<file path="config.mk">
export PLATFORM = sky130hd
export DESIGN_NAME = rc4_key_schedule_permutation_core
export DESIGN_NICKNAME = d
export VERILOG_FILES = /design/src/hdl/rc4ks_pkg.sv /design/src/hdl/rc4ks_ram.sv /design/src/hdl/rc4ks_cfg.sv /design/src/hdl/rc4ks_ctrl.sv /design/src/hdl/rc4_key_schedule_permutation_core.sv
export SDC_FILE = /design/constraint.sdc
export NUM_CORES = 2
export LEC_CHECK = 0
export BUFFER_PORTS_ARGS = -buffer_cell sky130_fd_sc_hd__buf_2
export CORE_MARGIN = 2
export CORE_UTILIZATION = 35
export CTS_BUF_LIST = sky130_fd_sc_hd__clkbuf_8
export CTS_CLUSTER_SIZE = 8
export DETAILED_ROUTE_END_ITERATION = 12
export PLACE_DENSITY = 0.58
export SLEW_MARGIN = 20
export SYNTH_ARGS = -nofsm -noshare
export SYNTH_HDL_FRONTEND = slang
export SYNTH_SLANG_ARGS = --single-unit
</file>
<file path="constraint.sdc">
create_clock -name clk_i -period 23.4 [get_ports clk_i]
set_clock_uncertainty 0.15 [all_clocks]
set_input_delay 4.68 -clock clk_i [delete_from_list [all_inputs] [get_ports clk_i]]
set_output_delay 4.68 -clock clk_i [all_outputs]
set_load 0.02 [all_outputs]
</file>
<file path="src/hdl/rc4ks_pkg.sv">
// ----------------------------------------------------------------------------
// RC4 key schedule package
// Shared constants, register map and the structs that pass between the
// configuration block, the sequencer and the permutation memory.
// ----------------------------------------------------------------------------
package rc4ks_pkg;

  localparam int unsigned KEY_MAX_BYTES = 12;
  localparam int unsigned KEY_WORDS     = KEY_MAX_BYTES / 4;
  localparam int unsigned STORE_DEPTH   = 256;
  localparam int unsigned ADDR_W        = 8;
  localparam int unsigned DATA_W        = 8;
  localparam int unsigned LEN_W         = 4;
  localparam int unsigned PADDR_W       = 4;

  // Register indexes, taken from paddr[3:2].
  localparam logic [1:0] REG_KEY_WORD_ZERO = 2'd0;
  localparam logic [1:0] REG_KEY_WORD_ONE  = 2'd1;
  localparam logic [1:0] REG_KEY_WORD_TWO  = 2'd2;
  localparam logic [1:0] REG_KEY_LENGTH    = 2'd3;

  localparam logic [31:0]      KEY_WORD_ZERO_RST = 32'h55A8_4121;
  localparam logic [31:0]      KEY_WORD_ONE_RST  = 32'hBCFA_0440;
  localparam logic [31:0]      KEY_WORD_TWO_RST  = 32'h0000_5A4C;
  localparam logic [LEN_W-1:0] KEY_LENGTH_RST    = 4'd10;

  // Input kinds carried on tuser.
  localparam logic MODE_SCHEDULE = 1'b0;
  localparam logic MODE_READ     = 1'b1;

  typedef struct packed {
    logic [KEY_MAX_BYTES-1:0][7:0] key_bytes;
    logic [LEN_W-1:0]              key_len;   // already clamped to 1..KEY_MAX_BYTES
  } key_cfg_t;

  typedef struct packed {
    logic              we;
    logic [ADDR_W-1:0] waddr;
    logic [DATA_W-1:0] wdata;
    logic              re;
    logic [ADDR_W-1:0] raddr;
  } mem_req_t;

endpackage

</file>
<file path="src/hdl/rc4ks_ram.sv">
// ----------------------------------------------------------------------------
// RC4 permutation memory
// 256 x 8 bit store with one write port and one registered read port.
// ----------------------------------------------------------------------------
module rc4ks_ram (
  input  logic                           clk_i,
  input  rc4ks_pkg::mem_req_t            req_i,
  output logic [rc4ks_pkg::DATA_W-1:0]   rdata_o
);

  logic [rc4ks_pkg::DATA_W-1:0] mem [rc4ks_pkg::STORE_DEPTH];
  logic [rc4ks_pkg::DATA_W-1:0] rdata_q;

  always_ff @(posedge clk_i) begin
    if (req_i.we) begin
      mem[req_i.waddr] <= req_i.wdata;
    end
  end

  // The read data holds until the next read is issued.
  always_ff @(posedge clk_i) begin
    if (req_i.re) begin
      rdata_q <= mem[req_i.raddr];
    end
  end

  assign rdata_o = rdata_q;

endmodule

</file>
<file path="src/hdl/rc4ks_cfg.sv">
// ----------------------------------------------------------------------------
// RC4 key schedule configuration registers
// APB register file holding the key words and the key length.
// ----------------------------------------------------------------------------
module rc4ks_cfg (
  input  logic                            clk_i,
  input  logic                            rst_ni,
  input  logic                            psel,
  input  logic                            penable,
  input  logic                            pwrite,
  input  logic [rc4ks_pkg::PADDR_W-1:0]   paddr,
  input  logic [31:0]                     pwdata,
  output logic [31:0]                     prdata,
  output logic                            pready,
  output rc4ks_pkg::key_cfg_t             cfg_o
);

  logic [31:0]                  key_w0_q, key_w1_q, key_w2_q;
  logic [rc4ks_pkg::LEN_W-1:0]  key_len_q;
  logic [1:0]                   reg_idx;
  logic                         wr_en;
  logic [rc4ks_pkg::LEN_W-1:0]  len_eff;

  assign pready  = 1'b1;
  assign reg_idx = paddr[3:2];
  assign wr_en   = psel & penable & pwrite;

  always_ff @(posedge clk_i or negedge rst_ni) begin
    if (!rst_ni) begin
      key_w0_q  <= rc4ks_pkg::KEY_WORD_ZERO_RST;
      key_w1_q  <= rc4ks_pkg::KEY_WORD_ONE_RST;
      key_w2_q  <= rc4ks_pkg::KEY_WORD_TWO_RST;
      key_len_q <= rc4ks_pkg::KEY_LENGTH_RST;
    end else if (wr_en) begin
      case (reg_idx)
        rc4ks_pkg::REG_KEY_WORD_ZERO: key_w0_q  <= pwdata;
        rc4ks_pkg::REG_KEY_WORD_ONE:  key_w1_q  <= pwdata;
        rc4ks_pkg::REG_KEY_WORD_TWO:  key_w2_q  <= pwdata;
        rc4ks_pkg::REG_KEY_LENGTH:    key_len_q <= pwdata[rc4ks_pkg::LEN_W-1:0];
        default: ;
      endcase
    end
  end

  always_comb begin
    case (reg_idx)
      rc4ks_pkg::REG_KEY_WORD_ZERO: prdata = key_w0_q;
      rc4ks_pkg::REG_KEY_WORD_ONE:  prdata = key_w1_q;
      rc4ks_pkg::REG_KEY_WORD_TWO:  prdata = key_w2_q;
      rc4ks_pkg::REG_KEY_LENGTH:    prdata = {{(32-rc4ks_pkg::LEN_W){1'b0}}, key_len_q};
      default:                      prdata = '0;
    endcase
  end

  // A length of zero acts as one; anything above the key size is clamped.
  always_comb begin
    if (key_len_q == '0) begin
      len_eff = rc4ks_pkg::LEN_W'(1);
    end else if (key_len_q > rc4ks_pkg::LEN_W'(rc4ks_pkg::KEY_MAX_BYTES)) begin
      len_eff = rc4ks_pkg::LEN_W'(rc4ks_pkg::KEY_MAX_BYTES);
    end else begin
      len_eff = key_len_q;
    end
  end

  assign cfg_o.key_bytes = {key_w2_q, key_w1_q, key_w0_q};
  assign cfg_o.key_len   = len_eff;

endmodule

</file>
<file path="src/hdl/rc4ks_ctrl.sv">
// ----------------------------------------------------------------------------
// RC4 key schedule sequencer
// Fills the memory with the identity, runs the swap steps by read, read,
// write, write, and serves entry reads through a registered output word.
// ----------------------------------------------------------------------------
module rc4ks_ctrl (
  input  logic                           clk_i,
  input  logic                           rst_ni,
  input  rc4ks_pkg::key_cfg_t            cfg_i,
  input  logic                           s_axis_tvalid,
  output logic                           s_axis_tready,
  input  logic [7:0]                     s_axis_tdata,
  input  logic                           s_axis_tuser,
  output logic                           m_axis_tvalid,
  input  logic                           m_axis_tready,
  output logic [7:0]                     m_axis_tdata,
  output logic                           m_axis_tuser,
  output rc4ks_pkg::mem_req_t            mem_req_o,
  input  logic [rc4ks_pkg::DATA_W-1:0]   mem_rdata_i
);

  localparam logic [2:0] ST_IDLE = 3'd0;
  localparam logic [2:0] ST_FILL = 3'd1;
  localparam logic [2:0] ST_RDI  = 3'd2;
  localparam logic [2:0] ST_RDJ  = 3'd3;
  localparam logic [2:0] ST_WRJ  = 3'd4;
  localparam logic [2:0] ST_FIN  = 3'd5;
  localparam logic [2:0] ST_RDQ  = 3'd6;
  localparam logic [2:0] ST_RESP = 3'd7;

  logic [2:0]                   state_q, state_d;
  logic [rc4ks_pkg::ADDR_W-1:0] i_q, i_d;
  logic [rc4ks_pkg::ADDR_W-1:0] j_q, j_d;
  logic [rc4ks_pkg::LEN_W-1:0]  k_q, k_d;
  logic [rc4ks_pkg::LEN_W-1:0]  k_inc;
  logic                         pend_q, pend_d;
  logic                         done_q, done_d;
  logic                         zero_q, zero_d;
  logic [rc4ks_pkg::ADDR_W-1:0] idx_q, idx_d;
  logic [rc4ks_pkg::DATA_W-1:0] si_q, si_d;
  logic [rc4ks_pkg::DATA_W-1:0] sj_q, sj_d;
  logic                         out_vld_q, out_vld_d;
  logic [7:0]                   out_data_q, out_data_d;
  logic                         out_user_q, out_user_d;
  logic [rc4ks_pkg::ADDR_W-1:0] j_next;
  logic                         out_free;

  assign k_inc    = k_q + rc4ks_pkg::LEN_W'(1);
  assign j_next   = j_q + mem_rdata_i + cfg_i.key_bytes[k_q];
  assign out_free = !out_vld_q || m_axis_tready;

  assign s_axis_tready = (state_q == ST_IDLE);
  assign m_axis_tvalid = out_vld_q;
  assign m_axis_tdata  = out_data_q;
  assign m_axis_tuser  = out_user_q;

  always_comb begin
    state_d    = state_q;
    i_d        = i_q;
    j_d        = j_q;
    k_d        = k_q;
    pend_d     = pend_q;
    done_d     = done_q;
    zero_d     = zero_q;
    idx_d      = idx_q;
    si_d       = si_q;
    sj_d       = sj_q;
    out_vld_d  = out_vld_q && !m_axis_tready;
    out_data_d = out_data_q;
    out_user_d = out_user_q;
    mem_req_o  = '0;

    case (state_q)
      ST_IDLE: begin
        if (s_axis_tvalid) begin
          if (s_axis_tuser == rc4ks_pkg::MODE_SCHEDULE) begin
            i_d     = '0;
            zero_d  = 1'b1;
            state_d = ST_FILL;
          end else if (done_q) begin
            idx_d   = s_axis_tdata;
            zero_d  = 1'b0;
            state_d = ST_RDQ;
          end else begin
            zero_d  = 1'b1;
            state_d = ST_RESP;
          end
        end
      end
      ST_FILL: begin
        mem_req_o.we    = 1'b1;
        mem_req_o.waddr = i_q;
        mem_req_o.wdata = i_q;
        i_d             = i_q + rc4ks_pkg::ADDR_W'(1);
        if (i_q == '1) begin
          j_d     = '0;
          k_d     = '0;
          pend_d  = 1'b0;
          state_d = ST_RDI;
        end
      end
      ST_RDI: begin
        // The deferred write of the previous step's S[i] shares this cycle.
        mem_req_o.re    = 1'b1;
        mem_req_o.raddr = i_q;
        mem_req_o.we    = pend_q;
        mem_req_o.waddr = i_q - rc4ks_pkg::ADDR_W'(1);
        mem_req_o.wdata = sj_q;
        state_d         = ST_RDJ;
      end
      ST_RDJ: begin
        si_d            = mem_rdata_i;
        j_d             = j_next;
        mem_req_o.re    = 1'b1;
        mem_req_o.raddr = j_next;
        state_d         = ST_WRJ;
      end
      ST_WRJ: begin
        mem_req_o.we    = 1'b1;
        mem_req_o.waddr = j_q;
        mem_req_o.wdata = si_q;
        sj_d            = mem_rdata_i;
        k_d             = (k_inc >= cfg_i.key_len) ? '0 : k_inc;
        pend_d          = 1'b1;
        if (i_q == '1) begin
          state_d = ST_FIN;
        end else begin
          i_d     = i_q + rc4ks_pkg::ADDR_W'(1);
          state_d = ST_RDI;
        end
      end
      ST_FIN: begin
        mem_req_o.we    = 1'b1;
        mem_req_o.waddr = i_q;
        mem_req_o.wdata = sj_q;
        done_d          = 1'b1;
        state_d         = ST_RESP;
      end
      ST_RDQ: begin
        mem_req_o.re    = 1'b1;
        mem_req_o.raddr = idx_q;
        state_d         = ST_RESP;
      end
      ST_RESP: begin
        if (out_free) begin
          out_vld_d  = 1'b1;
          out_data_d = zero_q ? '0 : mem_rdata_i;
          out_user_d = done_q;
          state_d    = ST_IDLE;
        end
      end
      default: state_d = ST_IDLE;
    endcase
  end

  always_ff @(posedge clk_i or negedge rst_ni) begin
    if (!rst_ni) begin
      state_q   <= ST_IDLE;
      done_q    <= 1'b0;
      pend_q    <= 1'b0;
      out_vld_q <= 1'b0;
    end else begin
      state_q   <= state_d;
      done_q    <= done_d;
      pend_q    <= pend_d;
      out_vld_q <= out_vld_d;
    end
  end

  always_ff @(posedge clk_i) begin
    i_q        <= i_d;
    j_q        <= j_d;
    k_q        <= k_d;
    zero_q     <= zero_d;
    idx_q      <= idx_d;
    si_q       <= si_d;
    sj_q       <= sj_d;
    out_data_q <= out_data_d;
    out_user_q <= out_user_d;
  end

endmodule

</file>
<file path="src/hdl/rc4_key_schedule_permutation_core.sv">
// ----------------------------------------------------------------------------
// RC4 key schedule permutation core
// Builds the RC4 state permutation from a programmable key and serves reads.
// ----------------------------------------------------------------------------
// Usage:
//   The input stream carries the kind on s_axis_tuser (0 runs the key
//   schedule, 1 reads one entry) and the entry index on s_axis_tdata. Every
//   input word gives exactly one output word: the entry on m_axis_tdata and
//   the table-ready flag on m_axis_tuser. A schedule answers 0 with the flag
//   set; a read before any schedule answers 0 with the flag clear. The user
//   must write key and length over the APB port only while idle; not enforced.
// Sequence:
//   A read goes through ST_RDQ to ST_RESP, or straight to ST_RESP before any
//   schedule. A schedule fills the memory with the identity, runs each swap
//   step through ST_RDI, ST_RDJ and ST_WRJ, set by the single read and single
//   write port of the permutation memory, does the last write in ST_FIN and
//   loads the output word in ST_RESP. One input word is in work at a time.
// Reset and stalls:
//   Reset restores the default key and clears the table-ready flag; the
//   memory is not cleared. While the receiver stalls, the output word holds
//   and the next input word is taken but not answered until it is free.
// ----------------------------------------------------------------------------
module rc4_key_schedule_permutation_core (
  input  logic                            clk_i,
  input  logic                            rst_ni,
  // APB configuration
  input  logic                            psel,
  input  logic                            penable,
  input  logic                            pwrite,
  input  logic [rc4ks_pkg::PADDR_W-1:0]   paddr,
  input  logic [31:0]                     pwdata,
  output logic [31:0]                     prdata,
  output logic                            pready,
  // Input stream
  input  logic                            s_axis_tvalid,
  output logic                            s_axis_tready,
  input  logic [7:0]                      s_axis_tdata,   // [7:0] entry_index
  input  logic                            s_axis_tuser,   // [0] mode
  // Output stream
  output logic                            m_axis_tvalid,
  input  logic                            m_axis_tready,
  output logic [7:0]                      m_axis_tdata,   // [7:0] entry_value
  output logic                            m_axis_tuser    // [0] table_ready
);

  rc4ks_pkg::key_cfg_t          key_cfg;
  rc4ks_pkg::mem_req_t          mem_req;
  logic [rc4ks_pkg::DATA_W-1:0] mem_rdata;

  rc4ks_cfg u_cfg (
    .clk_i   (clk_i),
    .rst_ni  (rst_ni),
    .psel    (psel),
    .penable (penable),
    .pwrite  (pwrite),
    .paddr   (paddr),
    .pwdata  (pwdata),
    .prdata  (prdata),
    .pready  (pready),
    .cfg_o   (key_cfg)
  );

  rc4ks_ram u_ram (
    .clk_i   (clk_i),
    .req_i   (mem_req),
    .rdata_o (mem_rdata)
  );

  rc4ks_ctrl u_ctrl (
    .clk_i         (clk_i),
    .rst_ni        (rst_ni),
    .cfg_i         (key_cfg),
    .s_axis_tvalid (s_axis_tvalid),
    .s_axis_tready (s_axis_tready),
    .s_axis_tdata  (s_axis_tdata),
    .s_axis_tuser  (s_axis_tuser),
    .m_axis_tvalid (m_axis_tvalid),
    .m_axis_tready (m_axis_tready),
    .m_axis_tdata  (m_axis_tdata),
    .m_axis_tuser  (m_axis_tuser),
    .mem_req_o     (mem_req),
    .mem_rdata_i   (mem_rdata)
  );

endmodule
</file>
# Word level (Yosys, flattened, before mapping)
# Memories as Yosys holds them, arrays and structs flattened. A register that Yosys moved wholly into a read port is not among the register bits.
# Index checks and enable logic that the tools add are counted.
# Widths: inputs -> output; s select.
dict set report totals {
  regBits 160
  ram_bits 2048
  out_inout_bits 44
  wordCells 96
  n_memories 1
}
# memory depth width rd rd_clocked_by_memory_dff write_ports line_no
set mem_list {}
lappend mem_list {u_ram.mem 256 8 1 1 1 rc4ks_ram.sv:11} ;# logic [rc4ks_pkg::DATA_W-1:0] mem [rc4ks_pkg::STORE_DEPTH];
dict set report classes {
  addsub 5
  order_cmp 3
  eq_ne 16
  n_mux 30
  bitwise_logic 2
  reduce_logical 22
}
# cell n
set op_table {}
lappend op_table {{$pmux 32 s4} 1}
lappend op_table {{$pmux 17 s4} 1}
lappend op_table {{$mux 8} 5}
lappend op_table {{$bmux 8 s4} 1}
lappend op_table {{$pmux 9 s3} 1}
lappend op_table {{$pmux 8 s3} 1}
lappend op_table {{$pmux 3 s7} 1}
lappend op_table {{$add 8x8->8} 2}
lappend op_table {{$mux 4} 4}
lappend op_table {{$pmux 8 s2} 1}
lappend op_table {{$reduce_and 2->1} 8}
lappend op_table {{$mux 3} 5}
lappend op_table {{$eq 3x3->1 const B} 4}
lappend op_table {{$add 8x1->8 const B} 1}
lappend op_table {{$eq 8x8->1 const B} 1}
lappend op_table {{$pmux 4 s2} 1}
lappend op_table {{$reduce_and 4->1} 2}
lappend op_table {{$sub 8x1->8 const B} 1}
lappend op_table {{$mux 1} 7}
lappend op_table {{$eq 3x2->1 const B} 2}
lappend op_table {{$ne 2x2->1 const B} 3}
lappend op_table {{$lt 4x5->1 const B} 1}
lappend op_table {{$add 4x1->4 const B} 1}
lappend op_table {{$eq 2x2->1 const B} 2}
lappend op_table {{other kinds (17)} 21}

# Depth between registers and ports, before layout
dict set report depth {
  ltp_word 6
  mapped_depth 23
  mapped_depth_nobuf 16
}

# By module
# From an unflattened synthesis, not the netlist that was laid out.
dict set report unflattened {
  hier_cells 4470
  hier_area_um2 88618.7
}
# module instances cells_per_inst area_per_inst_um2 seq_area_each_um2
set by_module_without_submodules {}
lappend by_module_without_submodules {rc4ks_ram 1 3733 79636.4 61739.2}
lappend by_module_without_submodules {rc4ks_cfg 1 327 4636.9 2543.7}
lappend by_module_without_submodules {rc4ks_ctrl 1 410 4345.4 1771.7}

# Worst setup path before layout
# No wires, ideal clock.
dict set report synth_path {
  path_type {register to register}
  start {register u_ctrl.state_q[2]}
  end {memory u_ram.mem[0][6] in the netlist's numbering, data pin}
  setup_ns 2.187
  arrival_time_ns 11.684
  slack_ns 9.379
  path_stages_with_launch 10
  path_cell_list {dfrtp_1 buf_6 buf_2 buf_1 buf_1 clkbuf_1 nand2_1 nand2_1 a22oi_1 o21ai_0}
}
# item line_no
set synth_lines {}
lappend synth_lines {{from (decl)} rc4ks_ctrl.sv:31} ;# logic [2:0] state_q, state_d;
lappend synth_lines {{from (signal assigned)} rc4ks_ctrl.sv:163} ;# state_q <= state_d;
lappend synth_lines {{to (decl)} rc4ks_ram.sv:11}

# Final worst setup path
dict set report layout_path {
  start {input paddr[3] in the netlist's numbering}
  end {output prdata[6]}
}
dict set report layout_via {
  elab_chain_len 2
  word_cells_on_any_way 5
  classes_between {eq/ne (3); mux (1); reduce/logical (1)}
}
# item line_no
set layout_rtl {}
lappend layout_rtl {{from (decl)} rc4_key_schedule_permutation_core.sv:30} ;# input logic [rc4ks_pkg::PADDR_W-1:0] paddr,
lappend layout_rtl {{$eq 2x2->1 (tied with other cells)} rc4ks_cfg.sv:46} ;# case (reg_idx)
lappend layout_rtl {{$pmux 32 s4 *} rc4ks_cfg.sv:46}
lappend layout_rtl {{to (decl)} rc4_key_schedule_permutation_core.sv:32} ;# output logic [31:0] prdata,
# Every way passes the cells marked *; elsewhere a longest branch is shown, timed or not.

==> impl_results.md <==
- Outcome: finished clean
- Worst slack, placed: 11.88 ns
- Die width: 514 microns
- # setup viols final: 0
- H-tree levels: 5
- CTS Hold Bufs: 0
- Chip height: 514 microns
- Via density: 5.61
- Gpl congestion: 0.902
- Wire length on met3: 31.5 mm
- WP data required: 18.57 ns
- I/O pins: 96
- Clock Latency Late Sink: 1.07 ns
- Syn_nets: 6863
- Post-synth top area cell: edfxtp_1
- Final hold violation count: 0
- CTS sink count: 2216
- Crit path time final: 11.54 ns
- First-pass GRT wire length: 407 mm
- Max Used Layer: met5
- Routed Antenna Nets: 0
- Yosys cell types: 81
- Overall Global Routing Usage: 21.0%
- Die area: 264000 sq um
- Top_reg_cell synth: edfxtp_1
- Reg2Reg Setup Slack: 14.34 ns
- CTS tree: built
- TritonCTS buffer count: 378
- WL/cell: 26.9 microns
- Worst-Margin Slew: 1.27 ns
- Initial DRC Count: 7749
- R2r endpoint: u_ram.rdata_o[6]
- Tcrit/Tclk final: 49.3%
- M1 WL: 116 mm
- CTS root buf: clkbuf_8
- Number of cells on the worst hold path: 0
- CP Data Arrival Time: 6.71 ns
- Synth top area share: 69.5%
- Power per cell area: 154 nW/um^2
- Worst min path class: reg2reg
- DR pass1 iterations: 8
- GRT overflow: 0
- Asr flop ratio synth: 4.78%
- Worst-path clk slew: 0.06 ns
- Max Fclk: 86.7 MHz
- Layout overhead on the synthesized area: 11.5%
- Pleak: 34.8 nW
- Relative slew slack: 14.5%
- Startpoint Class: input pin
- Flops & latches, synth: 2216
- Fill cells: 24300
- WL met2: 127 mm
- Vias in the first global route: 56000
- Share of cells above drive strength 1: 13.1%
- FF-to-FF path depth: 18
- Largest net degree at the start of global routing: 201
- CP max FO: 37
- Post-CTS setup repair buffer count: 0
- EDFF count, synth: 2110
- WL final: 286 mm
- Core Rows: 187
- Post-synthesis sequential area ratio: 72.5%
- RSZ-0062 raised after global routing: false
- Final setup margin: 11.86 ns
- Antenna violations before repair: 13
- Total placed cells including tap cells: 9985
- Syn_area_per_cell: 13.4 sq um
- CP Class: in2out
- Mapped Cells: 6790
- Endpoint type of the worst setup path: output pin
- Layout Cells excl Fill: 10600
- Yosys warning count: 0
- Post_cts resized: 0
- Post-DP HPWL: 168 mm
- Utilization after layout: 39.2%
- Final net count: 7036
- DR DRC count: 0
- Pins Over Slew Limit: 0
- Max VDD drop: 174 uV
- Sequential cell area: 66100 sq um
- Critical R2R Launch: u_ctrl.k_q[2]
- IO buf count: 92
- Min-delay src: u_ctrl.done_q
- Hold EP: u_ctrl.m_axis_tuser
- Post-Syn Area: 91100 sq um
- Vias: 59700
- CTS max path bufs: 4
- Power, Total: 0.0157 W
- Maximum Capacitance Violations: 0
- CORE AREA: 259000 sq um
- Area of the multi-input gates: 22900 sq um
- Post-Route Setup TNS: 0 ns
- Initial core utilization: 35.2%
- Top post-synthesis cells by area: edfxtp_1, nand2_1, nand3_1
==> stage by stage <==
| step | area [sq um] | hold WS (ns) |
|---|---|---|
| finish | 102000 | 0.361 |
| global placement | 95000 | 0.315 |
| detailed placement | 95100 | 0.332 |
| global route | 102000 | 0.378 |
| CTS | 102000 | 0.349 |
| floorplan | 91100 | 0.295 |
==> registers in the layout (all words and copies together), names as in the netlist <==
name and cells:
u_ram.rdata_o 8, u_cfg.key_w0_q 32, u_ctrl.m_axis_tuser 1, u_ctrl.zero_q 1, u_ctrl.idx_q 8, u_ctrl.m_axis_tvalid 1
u_ctrl.state_q 3, u_cfg.key_w1_q 32, u_ram.mem 2048, u_ctrl.done_q 1, u_ctrl.k_q 4, u_ctrl.i_q 8
u_ctrl.si_q 8, u_ctrl.m_axis_tdata 8, u_ctrl.sj_q 8, u_ctrl.j_q 8, u_cfg.key_w2_q 32, u_ctrl.pend_q 1
u_cfg.key_len_q 4
==> metal layers <==
metal / vias to the layer above / GRT usage, %
met5: - / 0
met4: 4 / 8.13
met3: 593 / 4.68
met2: 3444 / 31.8
met1: 30000 / 29.5
li1: 25600 / -
==> critical path, cell delays in order <==
cell	delay, ns
buf_2	0.54
nor2b_2	0.65
buf_4	0.34
nand2_1	0.07
o21ai_0	0.16
buf_2	0.24
==> cells by family (layout without fill, tap and decap cells) <==
family | count (synthesis) | after routing | share of synthesized area (%)
buf+inv | 481 | 914 | 2.64
simple gates | 3024 | 3024 | 14.2
mux | 300 | 300 | 4.67
flops | 2216 | 2216 | 72.5
compound gates | 727 | 727 | 5.50
xor+xnor | 20 | 20 | 0.192
fa+ha+maj | 21 | 21 | 0.354
other cells | 1 | 12 | 0.00412
==> synthesized netlist by cell type, types with 11 or more instances <==
cell type / instances
nor2b_1: 37
nand3_1: 656
a32oi_1: 35
a221oi_1: 19
mux2_2: 105
nor3_1: 20
edfxtp_1: 2110
and3_1: 154
a211oi_1: 34
dfrtp_1: 73
o22ai_1: 22
mux4_2: 84
buf_1: 30
buf_2: 247
inv_1: 22
clkbuf_1: 120
o21ai_0: 91
a311oi_1: 65
a21oi_1: 117
o221ai_1: 11
ha_1: 13
o211ai_1: 13
a22oi_1: 65
nand4_1: 33
nand2_1: 1731
buf_4: 51
mux2i_1: 105
nand2b_1: 11
dfstp_2: 33
a31oi_1: 171
nor2_1: 347
==> layout make-up <==
cell class	count	area share, %
Tap cell	3402	4.19
Antenna cell	11	0.0271
Clock inverter	253	1.10
Inverter	22	0.0813
Clock buffer	387	5.24
Multi-Input combinational cell	4093	22.5
Sequential cell	2216	65.0
Timing Repair Buffer	252	1.80
==> layout by cell type (no fill, tap or decap), types with 91 or more instances in the layout <==
cell type / instances
edfxtp_1: 2110
nand2_1: 1728
nand3_1: 652
clkbuf_8: 387
nor2_1: 340
a31oi_1: 171
inv_1: 160
and3_1: 154
buf_4: 148
a21oi_1: 117
mux2i_1: 105
mux2_2: 105
buf_2: 91
==> power by group <==
| group | total (W) | switching, W | internal [W] | leakage [nW] |
|---|---|---|---|---|
| clock | 0.00310 | 0.00154 | 0.00156 | 3.79 |
| combinational | 0.00714 | 0.00544 | 0.00171 | 10.5 |
| sequential | 0.00542 | 0.000105 | 0.00532 | 20.5 |
| total | 0.0157 | 0.00708 | 0.00859 | 34.8 |
==> how the worst max path moves through the flow <==
stage                      start              end  slack, ns  depth (start not counted)
2_1_floorplan  u_ctrl.state_q[2]  u_ram.mem[0][6]       9.38                          9
3_3_place_gp            paddr[3]       prdata[30]      11.88                          6
3_5_place_dp            paddr[3]       prdata[20]      11.88                          6
4_1_cts                 paddr[3]       prdata[20]      11.88                          6
5_1_grt                 paddr[3]        prdata[6]      11.72                          6
6_report                paddr[3]        prdata[6]      11.86                          6
Note: power is estimated with default switching activity, not from simulation.
